--- src/hdl/sla_pkg.sv ---
`timescale 1ns / 1ps

package sla_pkg;

    // Default sizes of the sample and gain formats
    localparam int SAMPLE_WIDTH_DEF   = 24;
    localparam int GAIN_FRAC_BITS_DEF = 14;

    // Level register is unsigned Q1.15
    localparam int LEVEL_W    = 16;
    localparam int LEVEL_FRAC = 15;

    // Sample scale factor carries this many fractional bits
    localparam int SCALE_FRAC = 24;

    // Register reset values
    localparam logic [LEVEL_W-1:0] LEVEL_RESET = 16'd16384;

    // Register indexes on the configuration port
    localparam logic [0:0] REG_MASTER_LEVEL = 1'b0;
    localparam logic [0:0] REG_AGC_ENABLE   = 1'b1;

    // Sequencer states, one-hot
    typedef enum logic [4:0] {
        ST_IDLE  = 5'b00001,
        ST_SCALE = 5'b00010,
        ST_MULT  = 5'b00100,
        ST_ROUND = 5'b01000,
        ST_EMIT  = 5'b10000
    } t_state;

    // Commands from sequencer to datapath
    typedef struct packed {
        logic load;
        logic scale;
        logic mult;
        logic round;
        logic emit;
    } t_dp_cmd;

    // Status from datapath to sequencer
    typedef struct packed {
        logic out_free;
    } t_dp_sts;

endpackage

--- src/hdl/stereo_level_agc.sv ---
`timescale 1ns / 1ps
// A result is shown on the master side after its input passes the sequencer's accept
// state, the scale multiply, the sample multiply, the rounding step and the output load;
// the output load waits while the output stalls. A new input is accepted only after the
// previous item has been loaded into the output register.
// Reset (synchronous, active low): gain 1.0, peak 0, master_level 0.5, AGC off,
// output empty.

module stereo_level_agc
    import sla_pkg::*;
#(
    parameter int SAMPLE_WIDTH   = SAMPLE_WIDTH_DEF,
    parameter int GAIN_FRAC_BITS = GAIN_FRAC_BITS_DEF,
    localparam int IN_DW  = ((2 * SAMPLE_WIDTH + 7) / 8) * 8,
    localparam int OUT_DW = ((2 * SAMPLE_WIDTH + GAIN_FRAC_BITS + 3 + 7) / 8) * 8
) (
    input  logic              i_clk,
    input  logic              i_rst_n,
    // Input stream
    input  logic              s_axis_tvalid,
    output logic              s_axis_tready,
    input  logic [IN_DW-1:0]  s_axis_tdata,   // left_in, right_in, zero fill
    input  logic              s_axis_tlast,   // block_last
    input  logic              s_axis_tuser,   // bypass_agc
    // Output stream
    output logic              m_axis_tvalid,
    input  logic              m_axis_tready,
    output logic [OUT_DW-1:0] m_axis_tdata,   // left_out, right_out, gain_now, zero fill
    // Configuration port
    input  logic              psel,
    input  logic              penable,
    input  logic              pwrite,
    input  logic [2:0]        paddr,
    input  logic [31:0]       pwdata,
    output logic [31:0]       prdata,
    output logic              pready
);

    localparam int S  = SAMPLE_WIDTH;
    localparam int GW = GAIN_FRAC_BITS + 3;

    logic [LEVEL_W-1:0] r_master_level;
    logic               r_agc_enable;
    logic               cfg_wr;
    t_dp_cmd            dp_cmd;
    t_dp_sts            dp_sts;
    logic [S-1:0]       out_l, out_r;
    logic [GW-1:0]      out_gain;

    // Configuration registers
    assign pready = 1'b1;
    assign cfg_wr = psel && penable && pwrite;

    always_ff @(posedge i_clk) begin
        if (!i_rst_n) begin
            r_master_level <= LEVEL_RESET;
            r_agc_enable   <= 1'b0;
        end else if (cfg_wr) begin
            if (paddr[2:2] == REG_MASTER_LEVEL) begin
                r_master_level <= pwdata[LEVEL_W-1:0];
            end
            if (paddr[2:2] == REG_AGC_ENABLE) begin
                r_agc_enable <= pwdata[0];
            end
        end
    end

    // Register read back
    always_comb begin
        if (paddr[2:2] == REG_AGC_ENABLE) begin
            prdata = {31'd0, r_agc_enable};
        end else begin
            prdata = {{(32 - LEVEL_W){1'b0}}, r_master_level};
        end
    end

    sla_ctrl u_ctrl (
        .i_clk      (i_clk),
        .i_rst_n    (i_rst_n),
        .i_in_valid (s_axis_tvalid),
        .i_sts      (dp_sts),
        .o_in_ready (s_axis_tready),
        .o_cmd      (dp_cmd)
    );

    sla_dp #(
        .SAMPLE_WIDTH   (SAMPLE_WIDTH),
        .GAIN_FRAC_BITS (GAIN_FRAC_BITS)
    ) u_dp (
        .i_clk          (i_clk),
        .i_rst_n        (i_rst_n),
        .i_cmd          (dp_cmd),
        .o_sts          (dp_sts),
        .i_master_level (r_master_level),
        .i_agc_enable   (r_agc_enable),
        .i_left         (s_axis_tdata[S-1:0]),
        .i_right        (s_axis_tdata[2*S-1:S]),
        .i_last         (s_axis_tlast),
        .i_bypass       (s_axis_tuser),
        .o_valid        (m_axis_tvalid),
        .i_ready        (m_axis_tready),
        .o_left         (out_l),
        .o_right        (out_r),
        .o_gain         (out_gain)
    );

    // Pack result fields, lowest first
    assign m_axis_tdata = OUT_DW'({out_gain, out_r, out_l});

endmodule

--- src/hdl/sla_ctrl.sv ---
`timescale 1ns / 1ps

module sla_ctrl
    import sla_pkg::*;
(
    input  logic    i_clk,
    input  logic    i_rst_n,
    input  logic    i_in_valid,
    input  t_dp_sts i_sts,
    output logic    o_in_ready,
    output t_dp_cmd o_cmd
);

    t_state r_state;
    t_state n_state;

    // Step through scale, multiply, round and emit for each item
    always_comb begin
        n_state = r_state;
        case (r_state)
            ST_IDLE: begin
                if (i_in_valid) begin
                    n_state = ST_SCALE;
                end
            end
            ST_SCALE: n_state = ST_MULT;
            ST_MULT:  n_state = ST_ROUND;
            ST_ROUND: n_state = ST_EMIT;
            ST_EMIT: begin
                if (i_sts.out_free) begin
                    n_state = ST_IDLE;
                end
            end
            default: n_state = ST_IDLE;
        endcase
    end

    always_ff @(posedge i_clk) begin
        if (!i_rst_n) begin
            r_state <= ST_IDLE;
        end else begin
            r_state <= n_state;
        end
    end

    // Drive datapath commands from the current state
    assign o_in_ready  = (r_state == ST_IDLE);
    assign o_cmd.load  = (r_state == ST_IDLE) && i_in_valid;
    assign o_cmd.scale = (r_state == ST_SCALE);
    assign o_cmd.mult  = (r_state == ST_MULT);
    assign o_cmd.round = (r_state == ST_ROUND);
    assign o_cmd.emit  = (r_state == ST_EMIT) && i_sts.out_free;

endmodule

--- src/hdl/sla_dp.sv ---
`timescale 1ns / 1ps

module sla_dp
    import sla_pkg::*;
#(
    parameter int SAMPLE_WIDTH   = SAMPLE_WIDTH_DEF,
    parameter int GAIN_FRAC_BITS = GAIN_FRAC_BITS_DEF
) (
    input  logic                        i_clk,
    input  logic                        i_rst_n,
    input  t_dp_cmd                     i_cmd,
    output t_dp_sts                     o_sts,
    input  logic [LEVEL_W-1:0]          i_master_level,
    input  logic                        i_agc_enable,
    input  logic [SAMPLE_WIDTH-1:0]     i_left,
    input  logic [SAMPLE_WIDTH-1:0]     i_right,
    input  logic                        i_last,
    input  logic                        i_bypass,
    output logic                        o_valid,
    input  logic                        i_ready,
    output logic [SAMPLE_WIDTH-1:0]     o_left,
    output logic [SAMPLE_WIDTH-1:0]     o_right,
    output logic [GAIN_FRAC_BITS+2:0]   o_gain
);

    localparam int S     = SAMPLE_WIDTH;
    localparam int GW    = GAIN_FRAC_BITS + 3;
    localparam int FW    = GW + LEVEL_W;
    localparam int SHIFT = GAIN_FRAC_BITS + LEVEL_FRAC - SCALE_FRAC;
    localparam int SCW   = FW - SHIFT;
    localparam int PW    = S + SCW;
    localparam int RW    = PW - SCALE_FRAC;

    localparam logic [GW-1:0] GAIN_ONE  = GW'(1) << GAIN_FRAC_BITS;
    localparam logic [GW-1:0] GAIN_MAX  = GW'(1) << (GAIN_FRAC_BITS + 2);
    localparam logic [GW-1:0] GAIN_MIN  = GW'(1) << (GAIN_FRAC_BITS - 1);
    localparam logic [GW-1:0] GAIN_STEP = GW'(((1 << GAIN_FRAC_BITS) + 50) / 100);
    localparam logic [S-1:0]  FULL_SCALE = S'(1) << (S - 4);
    localparam logic [S-1:0]  SMP_HALF   = S'(1) << (S - 1);

    logic [S-1:0]   r_mag_l, r_mag_r;
    logic           r_neg_l, r_neg_r;
    logic           r_last, r_bypass;
    logic [SCW-1:0] r_scale;
    logic [PW-1:0]  r_prod_l, r_prod_r;
    logic [S-1:0]   r_res_l, r_res_r;
    logic [GW-1:0]  r_gain;
    logic [S-1:0]   r_peak;
    logic           r_out_valid;
    logic [S-1:0]   r_out_l, r_out_r;
    logic [GW-1:0]  r_out_gain;

    logic [FW-1:0]  full_w;
    logic [FW-1:0]  full_rnd;
    logic [PW-1:0]  sum_l, sum_r;
    logic [RW-1:0]  res_l, res_r;
    logic [S-1:0]   sat_l, sat_r;
    logic [S-1:0]   lim_l, lim_r;
    logic [S-1:0]   n_peak;
    logic [GW-1:0]  n_gain;
    logic [GW-1:0]  g_step;

    // Scale factor: gain times level, rounded to SCALE_FRAC fraction bits
    assign full_w   = FW'(r_gain) * FW'(i_master_level);
    assign full_rnd = full_w + (FW'(1) << (SHIFT - 1));

    // Round magnitudes half away from zero and saturate
    assign sum_l = r_prod_l + (PW'(1) << (SCALE_FRAC - 1));
    assign sum_r = r_prod_r + (PW'(1) << (SCALE_FRAC - 1));
    assign res_l = sum_l[PW-1:SCALE_FRAC];
    assign res_r = sum_r[PW-1:SCALE_FRAC];
    assign lim_l = r_neg_l ? SMP_HALF : (SMP_HALF - S'(1));
    assign lim_r = r_neg_r ? SMP_HALF : (SMP_HALF - S'(1));
    assign sat_l = (res_l > RW'(lim_l)) ? lim_l : res_l[S-1:0];
    assign sat_r = (res_r > RW'(lim_r)) ? lim_r : res_r[S-1:0];

    // Running peak over the block
    always_comb begin
        n_peak = r_peak;
        if (sat_l > n_peak) begin
            n_peak = sat_l;
        end
        if (sat_r > n_peak) begin
            n_peak = sat_r;
        end
    end

    // Block-end gain step, clamped to 0.5 .. 4.0; gain returns to 1.0 on bypass or AGC off
    always_comb begin
        if (r_peak < FULL_SCALE) begin
            g_step = r_gain + GAIN_STEP;
        end else if (r_gain > GAIN_STEP) begin
            g_step = r_gain - GAIN_STEP;
        end else begin
            g_step = '0;
        end
        if (!r_bypass && i_agc_enable) begin
            if (g_step > GAIN_MAX) begin
                n_gain = GAIN_MAX;
            end else if (g_step < GAIN_MIN) begin
                n_gain = GAIN_MIN;
            end else begin
                n_gain = g_step;
            end
        end else begin
            n_gain = GAIN_ONE;
        end
    end

    // Item payload pipeline
    always_ff @(posedge i_clk) begin
        if (i_cmd.load) begin
            r_neg_l  <= i_left[S-1];
            r_neg_r  <= i_right[S-1];
            r_mag_l  <= i_left[S-1]  ? (~i_left + S'(1))  : i_left;
            r_mag_r  <= i_right[S-1] ? (~i_right + S'(1)) : i_right;
            r_last   <= i_last;
            r_bypass <= i_bypass;
        end
        if (i_cmd.scale) begin
            r_scale <= full_rnd[FW-1:SHIFT];
        end
        if (i_cmd.mult) begin
            r_prod_l <= PW'(r_mag_l) * PW'(r_scale);
            r_prod_r <= PW'(r_mag_r) * PW'(r_scale);
        end
        if (i_cmd.round) begin
            r_res_l <= sat_l;
            r_res_r <= sat_r;
        end
        if (i_cmd.emit) begin
            r_out_l    <= r_neg_l ? (~r_res_l + S'(1)) : r_res_l;
            r_out_r    <= r_neg_r ? (~r_res_r + S'(1)) : r_res_r;
            r_out_gain <= r_gain;
        end
    end

    // Gain, peak and output valid state
    always_ff @(posedge i_clk) begin
        if (!i_rst_n) begin
            r_gain      <= GAIN_ONE;
            r_peak      <= '0;
            r_out_valid <= 1'b0;
        end else begin
            if (i_cmd.round) begin
                r_peak <= n_peak;
            end
            if (i_cmd.emit && r_last) begin
                r_gain <= n_gain;
                r_peak <= '0;
            end
            if (i_cmd.emit) begin
                r_out_valid <= 1'b1;
            end else if (i_ready) begin
                r_out_valid <= 1'b0;
            end
        end
    end

    assign o_sts.out_free = !r_out_valid || i_ready;
    assign o_valid        = r_out_valid;
    assign o_left         = r_out_l;
    assign o_right        = r_out_r;
    assign o_gain         = r_out_gain;

endmodule

--- config.mk ---
export PLATFORM = sky130hd
export DESIGN_NAME = stereo_level_agc
export DESIGN_NICKNAME = d
export VERILOG_FILES = /design/src/hdl/sla_pkg.sv /design/src/hdl/stereo_level_agc.sv /design/src/hdl/sla_ctrl.sv /design/src/hdl/sla_dp.sv
export SDC_FILE = /design/constraint.sdc
export NUM_CORES = 2
export LEC_CHECK = 0
export ABC_CLOCK_PERIOD_IN_PS = 8200
export BUFFER_PORTS_ARGS = -buffer_cell sky130_fd_sc_hd__buf_2
export CORE_MARGIN = 2
export CORE_UTILIZATION = 40
export DETAILED_ROUTE_END_ITERATION = 10
export PLACE_DENSITY = 0.6
export REMOVE_ABC_BUFFERS = 1
export SYNTH_ARGS = -nofsm -noshare
export SYNTH_HDL_FRONTEND = slang
export SYNTH_SLANG_ARGS = --single-unit
--- constraint.sdc ---
create_clock -name i_clk -period 8.2 [get_ports i_clk]
set_clock_uncertainty 0.2 [all_clocks]
set_input_delay 2.46 -clock i_clk [delete_from_list [all_inputs] [get_ports i_clk]]
set_output_delay 2.46 -clock i_clk [all_outputs]
set_load 0.05 [all_outputs]
Word-level counts from Yosys, hierarchy flattened
Index checks and enable logic that the tools add are counted.
{ "totals": {"regBits": 361, "input_bits": 92} }
{ "classes": {"n_bitwise": 6, "addsub": 9, "muxes": 21, "eq_ne": 7, "n_lt_le_gt_ge": 8, "mul": 3, "reduce_logical": 14} }
{ "op_table": {"columns": ["op", "n"], "rows": [
  ["$mux 24", 8],
  ["$add 52x24->52 const B", 2],
  ["$mul 24x28->52", 2],
  ["$add 24x1->24 const B", 4],
  ["$not 24->24", 4],
  ["$mux 17", 5],
  ["$gt 28x24->1", 2],
  ["$gt 24x24->1", 2],
  ["$mux 23", 2],
  ["$add 33x5->33 const B", 1],
  ["$mul 17x16->33", 1],
  ["$pmux 5 s5", 1],
  ["$lt 24x21->1 const B", 1],
  ["$add 17x8->17 const B", 1],
  ["$gt 17x17->1 const B", 1],
  ["$gt 17x8->1 const B", 1],
  ["$lt 17x14->1 const B", 1],
  ["$sub 17x8->17 const B", 1],
  ["$mux 16", 1],
  ["$mux 5", 2],
  ["$logic_and 1x1->1", 6],
  ["$reduce_and 2->1", 3],
  ["$eq 5x1->1 const B", 1],
  ["$eq 5x2->1 const B", 1],
  ["11 further kinds", 14]
]} }

Longest topological paths before layout
{ "logic_depth": {"word_depth": 7, "mapped_depth": 42, "mapped_depth_nobuf": 37} }

Modules after synthesis
From an unflattened synthesis, not the netlist that was laid out.
{ "unflattened": {"hier_cells": 7155, "area_unflattened_um2": 66939.2} }
{ "by_module_without_submodules": {"columns": ["module", "cells_each", "n_inst", "area_each_um2"], "rows": [
  ["sla_dp", 7008, 1, 65670.5],
  ["stereo_level_agc", 117, 1, 1007.2],
  ["sla_ctrl", 30, 1, 261.5]
]} }

Least setup slack after synthesis
OpenSTA, ideal clock, no wires.
{ "synth_path": {"path_kind": "register to register", "from": "register u_dp.r_prod_l[26]", "to": "register u_dp.r_peak[11]", "synth_period_minus_slack_ns": 7.789, "required_time_ns": 7.941, "arrival_time_ns": 7.530, "setup_time_ns": 0.059, "stages_incl_launch_ff": 38, "path_slack_ns": 0.411, "path_cell_list": "edfxtp_1 > and3_1 > and3_1 > nor2b_1 > nand3_1 > xnor2_1 > ha_1 > a21o_1 > a21o_1 > a21oi_1 > o21ai_0 > a221oi_1 > nand2_1 > a211oi_4 > buf_6 > mux2_2 > ha_1 > a21o_1 > [2 not listed] > a21oi_1 > nor2b_1 > a2111oi_0 > o31ai_2 > clkbuf_1 > mux2i_1 > ha_1 > a21o_1 > a21o_1 > a21oi_1 > o211ai_1 > a21oi_1 > a31oi_1 > a21oi_1 > nand2_1 > nor2_1 > clkbuf_1 > a221o_1"} }
{ "synth_via": {"elab_chain_cells": 7} }
{ "synth_lines": {"columns": ["item", "line", "rtl"], "rows": [
  ["start, declared", "sla_dp.sv:45", "logic [PW-1:0] r_prod_l, r_prod_r;"],
  ["start signal, assigned", "sla_dp.sv:124", "r_prod_l <= PW'(r_mag_l) * PW'(r_scale);"],
  ["$add 52x24->52 (*)", "sla_dp.sv:68", "assign sum_l = r_prod_l + (PW'(1) << (SCALE_FRAC - 1));"],
  ["$gt 28x24->1", "sla_dp.sv:74", "assign sat_l = (res_l > RW'(lim_l)) ? lim_l : res_l[S-1:0];"],
  ["$mux 24 (*)", "sla_dp.sv:74", null],
  ["net u_dp.sat_l[9]", "sla_dp.sv:57", "logic [S-1:0] sat_l, sat_r;"],
  ["$gt 24x24->1", "sla_dp.sv:80", "if (sat_l > n_peak) begin"],
  ["$mux 24 (*)", "sla_dp.sv:80", null],
  ["$gt 24x24->1", "sla_dp.sv:83", "if (sat_r > n_peak) begin"],
  ["$mux 24 (*)", "sla_dp.sv:83", null],
  ["end signal, assigned", "sla_dp.sv:146", "r_peak <= n_peak;"],
  ["end, declared", "sla_dp.sv:48", "logic [S-1:0] r_peak;"]
]} }
The timed path passes the listed nets; every way through them passes the cells marked *.
A chain may end at the register's enable or synchronous reset.

Worst setup path after layout
{ "layout_path": {"from": "register u_dp.r_mag_l[10]", "to": "register u_dp.r_prod_l[39] (data pin)"} }
{ "layout_via": {"elab_chain_cells": 1} }
{ "layout_lines": {"columns": ["item", "line", "rtl"], "rows": [
  ["start, declared", "sla_dp.sv:41", "logic [S-1:0] r_mag_l, r_mag_r;"],
  ["start signal, assigned", "sla_dp.sv:115", "r_mag_l <= i_left[S-1] ? (~i_left + S'(1)) : i_left;"],
  ["$mul 24x28->52", "sla_dp.sv:124", null]
]} }
No other way between the ends.

==> impl_metrics.ini <==
[detailed_routing]
totalWireLength_um = 183400
wl_met1_um = 77330
detail_route.wl_per_cell_um = 19.19
dr_wl_met2_um = 86400
dr.pass1.iters = 6
vias = 48900
drt_iter0_markers = 3101
routed_via_density = 5.118
drtAntennaViolNets = 0
routed-wl-met3_um = 11880
drc_errors = 0
highest_layer = met5

[critical_path]
crit_fanout = 11
crit_type = reg2reg
worst_ep_required_time_ns = 8.39
worstSetupStartpointType = flip-flop
cp.arrival_ns = 8.15
endpoint_kind = flip-flop

[clock_tree]
ctsHoldBuffers = 0
htreeDepth = 2
clkLatencyLatePin_ns = 0.67
cts_sinks = 315
clk_pin_slew_ns = 0.07
ctsRootBufferMaster = clkbuf_16
tritoncts = built
numCtsBuffers = 40
cts_buffer_depth = 3

[logic_synthesis]
synth_cells = 7128
synth_edf_count = 251
synth-seq-cells = 315
synth_warnings = 0
seq_area_frac_synth_pct = 13.16
synthArstFlopShare_pct = 0
syn-cell-area_sq_um = 66990
synth_flop_cell = edfxtp_1
synth.avg_cell_area_sq_um = 9.399
synth_cell_types = 101

[floorplanning]
placeableCoreArea_sq_um = 166800
die-area_sq_um = 170800
die_h_um = 413.2
ios = 199
start_util_pct = 40.15
fp-row-count = 150
fp.dieW_um = 413.2

[cells_and_area]
multi_input_comb_area_sq_um = 51400
drive_gt1_share_pct = 9.947
final_nets = 9322
regArea_sq_um = 8818
fin_cells = 9554
layout_common_cells = 1,439 x inv_1, 1,346 x fa_1, 1,235 x nand2_1, 566 x ha_1, 555 x and2_1
final_common_cell = inv_1
syn_to_final_growth_pct = 10.38
top_regs = u_dp.r_prod_l: 29 flops, u_dp.r_prod_r: 29 flops, u_dp.r_scale: 28 flops
fillCellCount = 15910

[min_path]
worst_hold_path_type = reg2reg

[timing]
fmax_ghz = 0.1256
setup_viol = 0
post-route-period-util_pct = 97.08
fin_tns_setup_ns = 0
hold_ws_ns = 0.2594
drv_slew = 0
relSlewSlack_pct = 28.11
tightestPinTransition_ns = 1.077
min_period_ns = 7.960
hold_viol = 0

[flow_run]
max_cap_violations = 0

[place]
io_buffers = 156
place_hpwl_um = 147500
placedCellCount = 9459
place_congestion = 0.9124

[global_route]
grt_pass1_vias = 52310
antenna_found_initial = 6
grt_pass1_wl_um = 291900
grt_usage_pct = 22.04
grt_max_degree = 59
gr-total-overflow = 0

[power]
power_leakage_nw = 34.53
ir_drop_mv = 0.5373
power_density_nw_per_um2 = 253.3

[outcome]
status = finished clean
per-stage QoR:
stage | utilization (%) | total power [W] | cell area, sq um | setup slack [ns]
finish | 44.32 | 0.01873 | 73950 | 0.2398
global route | 44.32 | 0.02045 | 73940 | -0.07470
CTS | 44.06 | 0.01852 | 73520 | 0.05744
detailed placement | 43.24 | 0.01647 | 72140 | -0.3027
global placement | 43.24 | 0.01630 | 72140 | -0.2621
floorplan | - | 0.01094 | 65370 | -1.582
power breakdown:
group | switching [W] | leakage [nW] | internal [W]
logic | 0.00871 | 31.1 | 0.00590
registers | 0.0000777 | 2.81 | 0.00220
clock network | 0.000794 | 0.662 | 0.00105
kinds of logic (layout without fill, tap and decap cells):
family	count (synthesis)	after routing	synth area share (%)
flip-flops	315	315	13.16
other	2	25	0.01121
multiplexers	67	67	1.126
buffers and inverters	1847	2046	10.61
AO/OA/AOI/OAI	538	538	5.482
adder cells (fa/ha/maj)	1912	1912	50.79
XOR/XNOR	233	233	3.046
AND/OR/NAND/NOR	2214	2214	15.76
per-layer routing:
layer,vias to the layer above,track usage (%)
li1,22000,-
met1,25050,29.16
met2,1513,36.57
met3,332,3.102
met4,2,8.426
met5,-,0
layout make-up:
cell class / instances / area share, %
multi-input cells: 4988 / 69.52
flip-flops and latches: 315 / 11.93
inverters: 1441 / 7.315
repair buffers: 532 / 5.704
well taps: 2204 / 3.729
clock buffers: 45 / 1.393
clock inverters: 28 / 0.4146
diodes: 1 / 0.003384
worst max-delay path, stage by stage, from the launching register on:
cell	delay, ns
edfxtp_1	0.84
nand2_1	0.16
fa_1	0.53
inv_1	0.06
fa_1	0.53
inv_1	0.05
fa_1	0.50
inv_1	0.06
fa_1	0.56
inv_1	0.08
fa_1	0.46
fa_1	0.51
inv_1	0.05
fa_1	0.44
ha_1	0.36
and3_2	0.26
o2111ai_1	0.20
or2_2	0.33
o21bai_1	0.15
buf_4	0.17
nand4bb_1	0.16
buf_4	0.18
a21o_2	0.25
o21bai_1	0.18
xor2_1	0.38
path summary, 6_finish.rpt:
path                               from                           to  slack (ns)  cells after the start
max          u_dp.r_mag_l[10]$_DFFE_PP_  u_dp.r_prod_l[39]$_DFFE_PN_        0.24                     24
min           u_dp.r_res_l[0]$_DFFE_PP_     u_dp.o_left[0]$_DFFE_PP_        0.26                      0
max reg2reg  u_dp.r_mag_l[10]$_DFFE_PP_  u_dp.r_prod_l[39]$_DFFE_PN_        0.24                     24
min reg2reg   u_dp.r_res_l[0]$_DFFE_PP_     u_dp.o_left[0]$_DFFE_PP_        0.26                      0
timing repair:
action | 4_1_cts | 5_1_grt
setup endpoints to repair | 24 | 49
gates resized for setup | 6 | 51
cloned | 0 | 1
setup buffers | 3 | 17
pin swaps | 0 | 17
Yosys cell counts (9+ instances only):
cell type | instances | area share, %
and3_1 | 22 | 0.21
a211oi_1 | 17 | 0.19
or2_2 | 13 | 0.12
clkbuf_1 | 346 | 1.9
a22oi_1 | 12 | 0.13
fa_1 | 1346 | 40
nand2b_1 | 31 | 0.29
a221o_1 | 16 | 0.24
buf_2 | 10 | 0.075
nand4_1 | 55 | 0.51
nor2b_1 | 37 | 0.35
nor3_1 | 29 | 0.22
edfxtp_1 | 251 | 11
buf_1 | 15 | 0.084
or4_1 | 13 | 0.15
and2_1 | 556 | 5.2
a21boi_0 | 18 | 0.20
o21ai_0 | 94 | 0.70
a31oi_1 | 28 | 0.26
o21a_1 | 28 | 0.31
o41ai_1 | 13 | 0.17
buf_4 | 27 | 0.30
dfxtp_1 | 64 | 1.9
o21bai_1 | 19 | 0.21
inv_1 | 1440 | 8.1
nand2_1 | 1236 | 6.9
xnor2_1 | 174 | 2.3
mux2_2 | 31 | 0.52
nand3_1 | 44 | 0.33
a21oi_1 | 114 | 0.85
o31ai_1 | 28 | 0.31
mux2i_1 | 27 | 0.40
nor4_1 | 14 | 0.13
nor2_1 | 100 | 0.56
mux2_4 | 9 | 0.20
a21o_1 | 85 | 0.95
ha_1 | 566 | 11
or3_1 | 23 | 0.21
xor2_1 | 59 | 0.77
No activity file was read; power rests on OpenSTA's default activity.
